--- config.mk ---
export PLATFORM = sky130hd
export DESIGN_NAME = rklsc_cell
export DESIGN_NICKNAME = d
export VERILOG_FILES = /design/src/hw/rtl/rklsc_pkg.sv /design/src/hw/rtl/rklsc_cell.sv
export SDC_FILE = /design/constraint.sdc
export NUM_CORES = 1
export LEC_CHECK = 0
export BUFFER_PORTS_ARGS = -buffer_cell sky130_fd_sc_hd__buf_4
export CAP_MARGIN = 20
export CORE_ASPECT_RATIO = 0.7
export CORE_MARGIN = 3
export CORE_UTILIZATION = 40
export CTS_BUF_LIST = sky130_fd_sc_hd__clkbuf_8
export CTS_CLUSTER_SIZE = 12
export DETAILED_ROUTE_END_ITERATION = 8
export GPL_TIMING_DRIVEN = 0
export PLACE_DENSITY = 0.72
export SLEW_MARGIN = 30
export SYNTH_ARGS = -nofsm -noshare
export SYNTH_HDL_FRONTEND = slang
export SYNTH_SLANG_ARGS = --single-unit
export TNS_END_PERCENT = 30
--- constraint.sdc ---
create_clock -name i_clk -period 3 [get_ports i_clk]
set_input_delay 0 -clock i_clk [delete_from_list [all_inputs] [get_ports i_clk]]
set_output_delay 0 -clock i_clk [all_outputs]
set_load 0.005 [all_outputs]
--- src/hw/rtl/rklsc_pkg.sv ---
// Shared types, constants and weight helpers for the RKL stage coefficient block.
// No dependencies.
package rklsc_pkg;

    localparam int NLANE    = 4;
    localparam int LANE_MU  = 0;
    localparam int LANE_NU  = 1;
    localparam int LANE_TMU = 2;
    localparam int LANE_GAM = 3;

    // numerator / divisor / remainder / quotient widths of a lane
    localparam int RW = 60;
    localparam int DW = 57;
    localparam int QW = 33;

    localparam logic [31:0] MAG_MAX = 32'h7FFF_FFFF;

    localparam logic [7:0] CFG_ORDER = 8'd0;
    localparam logic [7:0] CFG_COUNT = 8'd1;

    typedef struct packed {
        logic             valid;
        logic             bad;
        logic             first;
        logic [NLANE-1:0] sat;
    } t_ctl;

    // numerator of b_k: (k-1)(k+2), and 1 for k below 2
    function automatic logic [15:0] b_num(input logic [7:0] k);
        logic [16:0] p;
        p = ({9'd0, k} - 17'd1) * ({9'd0, k} + 17'd2);
        if (k < 8'd2) begin
            return 16'd1;
        end
        return p[15:0];
    endfunction

    // denominator of b_k: 2k(k+1), and 3 for k below 2
    function automatic logic [16:0] b_den(input logic [7:0] k);
        logic [16:0] p;
        p = {9'd0, k} * ({9'd0, k} + 17'd1);
        if (k < 8'd2) begin
            return 17'd3;
        end
        return {p[15:0], 1'b0};
    endfunction

endpackage

--- src/hw/rtl/rklsc_cell.sv ---
// One restoring division step: one quotient bit per cell, handed on each cycle.
// Depends on rklsc_pkg.
module rklsc_cell
    import rklsc_pkg::*;
(
    input  logic          i_clk,
    input  logic [RW-1:0] i_rem,
    input  logic [DW-1:0] i_den,
    input  logic [QW-1:0] i_quo,
    output logic [RW-1:0] o_rem,
    output logic [DW-1:0] o_den,
    output logic [QW-1:0] o_quo
);

    logic [RW-1:0] w_d4, w_diff;
    logic          w_ge;

    always_comb begin
        w_d4   = RW'({i_den, 2'b00});
        w_ge   = (i_rem >= w_d4);
        w_diff = w_ge ? (i_rem - w_d4) : i_rem;
    end

    // remainder stays below four divisors, so the shift drops nothing
    always_ff @(posedge i_clk) begin
        o_rem <= {w_diff[RW-2:0], 1'b0};
        o_den <= i_den;
        o_quo <= {i_quo[QW-2:0], w_ge};
    end

endmodule

Word level (Yosys, flattened, before mapping)

Cells that the tools add are included.

Memories: 0
Memory bits (read-only): 0
Logic and storage cells: 6
RAM bits: 0
Bits of input ports: 151
Latch bits: 0
Output and inout port bits: 150
Register bits: 149

Eq/ne operators: 0
Reductions and logical operators: 0
Div/mod/pow operators: 0
Multiply operators: 0
Bitwise gates (word level): 0
Magnitude comparators: 1
Shift-type cells: 0
Muxes and demuxes: 1
Add/sub/neg operators: 1

Operators by type and width:

| kind                                                           | count |
|---|---|
| 60-bit by 59-bit greater-or-equal comparator with 1-bit output | 1 |
| 59-bit 2-to-1 mux                                              | 1 |
| 59-bit subtractor                                              | 1 |

Depth between registers and ports, before layout

Depth in word-level cells: 2
Gate-level depth with buffers: 16
Gate-level depth less buffers: 14

Least setup slack after synthesis

Ideal clock, no wire load.

Kind: input -> register
From: input i_rem[2]
To: register o_rem[44]
Slack: 0.190 ns
Arrival: 2.691 ns
Stages: 16
Path buffers: 2
Data required time: 2.882 ns
Library setup time: 0.118 ns
Cells stage by stage: inv_1 > ha_1 > inv_1 > fa_1 > a21oi_1 > nor2_1 > o311ai_1 > a31oi_1 > a21oi_1 > o221a_4 > o311a_4 > inv_4 > buf_6 > buf_6 > nor2_1 > a21oi_2

Cells in the longest elaborated chain, start to end: 2
Elaborated cells on any way between the ends: 3
Those cells by class: 1 x add/sub; 1 x order compare; 1 x mux

Ends and longest elaborated chain:

| element                                                                                             | line                               | text |
|---|---|---|
| from (decl)                                                                                         | rklsc_cell.sv:7                    | `input logic [RW-1:0] i_rem,` |
| 59-bit subtractor or 60-bit by 59-bit greater-or-equal comparator with 1-bit output (tied branches) | rklsc_cell.sv:21, rklsc_cell.sv:20 |  |
| 59-bit 2-to-1 mux *                                                                                 | rklsc_cell.sv:21                   | `w_diff = w_ge ? (i_rem - w_d4) : i_rem;` |
| named net w_diff[43]                                                                                | rklsc_cell.sv:15                   | `logic [RW-1:0] w_d4, w_diff;` |
| to (signal assigned)                                                                                | rklsc_cell.sv:26                   | `o_rem <= {w_diff[RW-2:0], 1'b0};` |
| to (decl)                                                                                           | rklsc_cell.sv:10                   | `output logic [RW-1:0] o_rem,` |

The timed path passes the listed nets; every way through them passes the cells marked *.

Worst setup path after layout

From: input i_den[25]
To: register o_rem[52]

Cells in the longest elaborated chain, start to end: 2
Elaborated cells on any way between the ends: 3
Those cells by class: 1 x add/sub; 1 x order compare; 1 x mux

Ends and longest elaborated chain:

| element                                                                                             | line                               | text |
|---|---|---|
| from (decl)                                                                                         | rklsc_cell.sv:8                    | `input logic [DW-1:0] i_den,` |
| 59-bit subtractor or 60-bit by 59-bit greater-or-equal comparator with 1-bit output (tied branches) | rklsc_cell.sv:21, rklsc_cell.sv:20 |  |
| 59-bit 2-to-1 mux *                                                                                 | rklsc_cell.sv:21                   |  |
| named net w_diff[51]                                                                                | rklsc_cell.sv:15                   |  |

Marked as above.

==> results by group <==
STA
  – Final worst path period need: between 2 and 3 ns
  – Slew Limit Fails: 0
  – Slew of the pin with the lowest slew margin: 0.752 ns
  – Tcrit/Tclk final: 96.8%
  – Fmax: about 340 MHz
  – RSZ-0062 raised after global routing: false
  – Worst slew margin: 49.3%
  – Min Hold Slack: -0.317 ns
  – Final setup fails: 0
  – Final hold vios: 3

GRT
  – GRT Overall Usage: between 20 and 25%
  – Largest net degree at the start of global routing: 17
  – Global-route wire length before repair: around 40,000 um
  – Overflow after GRT: 0
  – Vias in the first global route: 7,833
  – Initial antenna violation count: 0

Logic synthesis
  – Syn Area/Cell: 8.72 um^2
  – YS warnings: 0
  – Synth Flop Type: dfxtp_1
  – FF+latch count, synth: 149
  – Cell Area, Synth: 0.00747 mm^2
  – Register area share after synthesis: 40.0%
  – Ys async rst share: 0%
  – Net Count, Synth: about 1,100
  – Number of synthesized flops with an enable pin: 0
  – Post-Syn Instances: between 800 and 900
  – Synth unique cells: 66

Setup path
  – Required time worst endpoint: 3.37 ns
  – WS Path Type: input port to flop
  – Startpoint Class: input port
  – Crit-path max FO: 8
  – Crit path arrival time: 3.27 ns
  – Crit. End Element: flop

Power and ir drop
  – Cell internal pwr: 3950 uW
  – Maximum VDD drop: ~0.28 mV
  – PD cells: 479 mW/mm^2
  – Combinational share of power: 32.3%
  – Switch Pwr: 1780 uW
  – Switching part of the total: 31.0%
  – Clock share of power: 27.9%
  – Sequential share of power: 39.8%
  – Leak Pwr: approximately 0.0057 uW

CTS
  – CTS tree: built
  – Clk slew on worst S/H paths: 0.08 ns
  – Deepest clock path buffer count: 2
  – Clk sinks: between 100 and 150
  – CTS Root Cell: clkbuf_8
  – Cts bufs inserted: 17
  – Depth of the CTS H-tree: 4
  – Hold Buf Count CTS: roughly 150

Layout
  – Design area: between 0.01 and 0.015 mm^2
  – Final core occ: between 60% and 70%
  – ANT cells: 0
  – Commonest non-fill, non-tap cell in the layout: buf_4
  – Final Non-Filler Cells: 1,568
  – Filler cells: around 1,500
  – Most frequent cells in the layout: buf_4, dfxtp_1, dlygate4sd3_1, nor2_1, a21oi_1
  – Layout cell share with drive strength beyond 1: 30.2%
  – Fin nets: 1,529
  – Synth-to-Final Area Change: 60.1%

Floorplan
  – DIE WIDTH: 169 um
  – Initial Util: ~41%
  – Area of the die: 0.0204 mm^2
  – Core Rows: 41
  – DIE HEIGHT: 120 um
  – Number of placed I/O pins: 301
  – CORE AREA: 0.0182 mm^2

Route
  – # DRC: 0
  – Post-DR wirelength/cell: 16.3 um
  – Routed Antenna Nets: 0
  – Vias per std cell: around 5.1
  – Via count: 7,939
  – Iter 0 DRT Violations: 474
  – Drt pass-1 iters: 5
  – Routed wire length: 25,500 um

Min path
  – Worst hold path class: input port to flop
  – Hold Path End: o_den[0]$_DFF_P_
  – WHS Path Cells: 1
  – HP Start: i_den[0]

Outcome
  – Failing checks: hold timing
  – Status: finished, violations left

Place
  – Hpwl dp: 18,700 um
  – Placer Congestion: 0.935
  – Placed Area: 0.0100 mm^2
  – PortBufs: a little under 300
  – Dpl cells: 1,390

Flow run
  – Max cap viols: 0
-- synth_stat cells, drive strengths merged (5+ instances only) --
cell / count / area [um^2]
a21boi: 5 / 37.5
a21o: 23 / 173
a21oi: 108 / 608
a31oi: 9 / 56.3
and3: 5 / 31.3
buf: 17 / 130
clkbuf: 17 / 63.8
dfxtp: 149 / 2980
ha: 57 / 713
inv: 78 / 295
mux2: 14 / 158
nand2: 53 / 199
nand2b: 6 / 37.5
nand3: 15 / 75.1
nand4: 23 / 144
nor2: 90 / 338
nor3: 15 / 75.1
nor4: 6 / 37.5
o211ai: 8 / 65.1
o21ai: 35 / 175
o21bai: 14 / 105
o31ai: 5 / 37.5
xnor2: 25 / 219
xor2: 24 / 210
-- flip-flops by register name, indices dropped and copies added (netlist names) --
register  cells
o_quo        33
o_den        57
o_rem        59
-- worst max path at each step --
| stage | cells after the start | slack (ns) | start | endpoint |
|---|---|---|---|---|
| floorplan | 16 | 0.19 | i_rem[2] | o_rem[44]$_DFF_P_ |
| global placement | 16 | -0.91 | i_rem[2] | o_rem[37]$_DFF_P_ |
| detailed placement | 16 | -0.94 | i_rem[2] | o_rem[37]$_DFF_P_ |
| CTS | 14 | 0.003 | i_den[25] | o_rem[58]$_DFF_P_ |
| global route | 14 | 0.01 | i_den[38] | o_rem[52]$_DFF_P_ |
| finish | 13 | 0.1 | i_den[25] | o_rem[52]$_DFF_P_ |
-- layer usage --
metal  up-vias  global-route usage [%]  wire length (um)
met4         0                    8.27               563
met1      3634                    32.5             11400
li1       3904                       -                 -
met3        40                    8.24              2500
met2       361                    37.5             11000
met5         -                       0                 0
-- cells by family (layout without fill, tap and decap cells) --
| kind of cell | Yosys count | count (layout) | synth area share [%] |
|---|---|---|---|
| mux | 16 | 16 | 2.38 |
| flops | 149 | 149 | 40.0 |
| compound gates | 236 | 236 | 20.8 |
| buf+inv | 112 | 588 | 6.55 |
| fa+ha+maj | 58 | 58 | 9.82 |
| xor+xnor | 49 | 49 | 5.75 |
| other cells | 1 | 1 | 0.0502 |
| simple gates | 235 | 235 | 14.7 |
-- power by group through the flow --
stage	logic (uW)	registers [uW]	clock network, uW
floorplan	853	2350	0
finish	1850	2280	1600
CTS	1810	2280	1640
global route	2020	2300	1710
global placement	1640	2320	0
detailed placement	1650	2320	0
-- worst max-delay path, cell delays in order --
cell and delay, ns:
dlygate4sd3_1 0.52, buf_4 0.11, inv_1 0.04, ha_1 0.38, a21oi_1 0.25, o21ai_0 0.17, a21o_1 0.22, a21oi_1 0.28
o221a_4 0.28, o311a_4 0.30, nand2_1 0.08, dlygate4sd3_1 0.56, o31ai_1 0.06
-- layout make-up --
cell class	instances	area [um^2]	share of cell area (%)
timing repair buffer	448	3730	31.2
buffer	31	185	1.55
sequential	149	2980	25.0
clock buffer	18	248	2.07
clock inverter	13	148	1.24
multi-input combinational	595	4070	34.0
tap	236	295	2.47
inverter	78	295	2.47
-- repair_timing --
action / in CTS / in global routing
endpoints found under the setup margin: 55 / 56
gates resized for setup: 2 / 14
endpoints found under the hold margin: 148 / 3
buffers inserted: 1 / 3
pin swaps: 1 / 3
-- through the flow --
stage | worst slack [ns] | TNS (ns) | power (uW)
after CTS | 0.00317 | 0 | 5730
final | 0.0960 | 0 | 5720
after floorplan | 0.190 | 0 | 3200
after global routing | 0.0117 | 0 | 6030
after detailed placement | -0.935 | -36.12 | 3970
after global placement | -0.913 | -35.16 | 3960
Note: power is estimated with default switching activity, not from simulation.
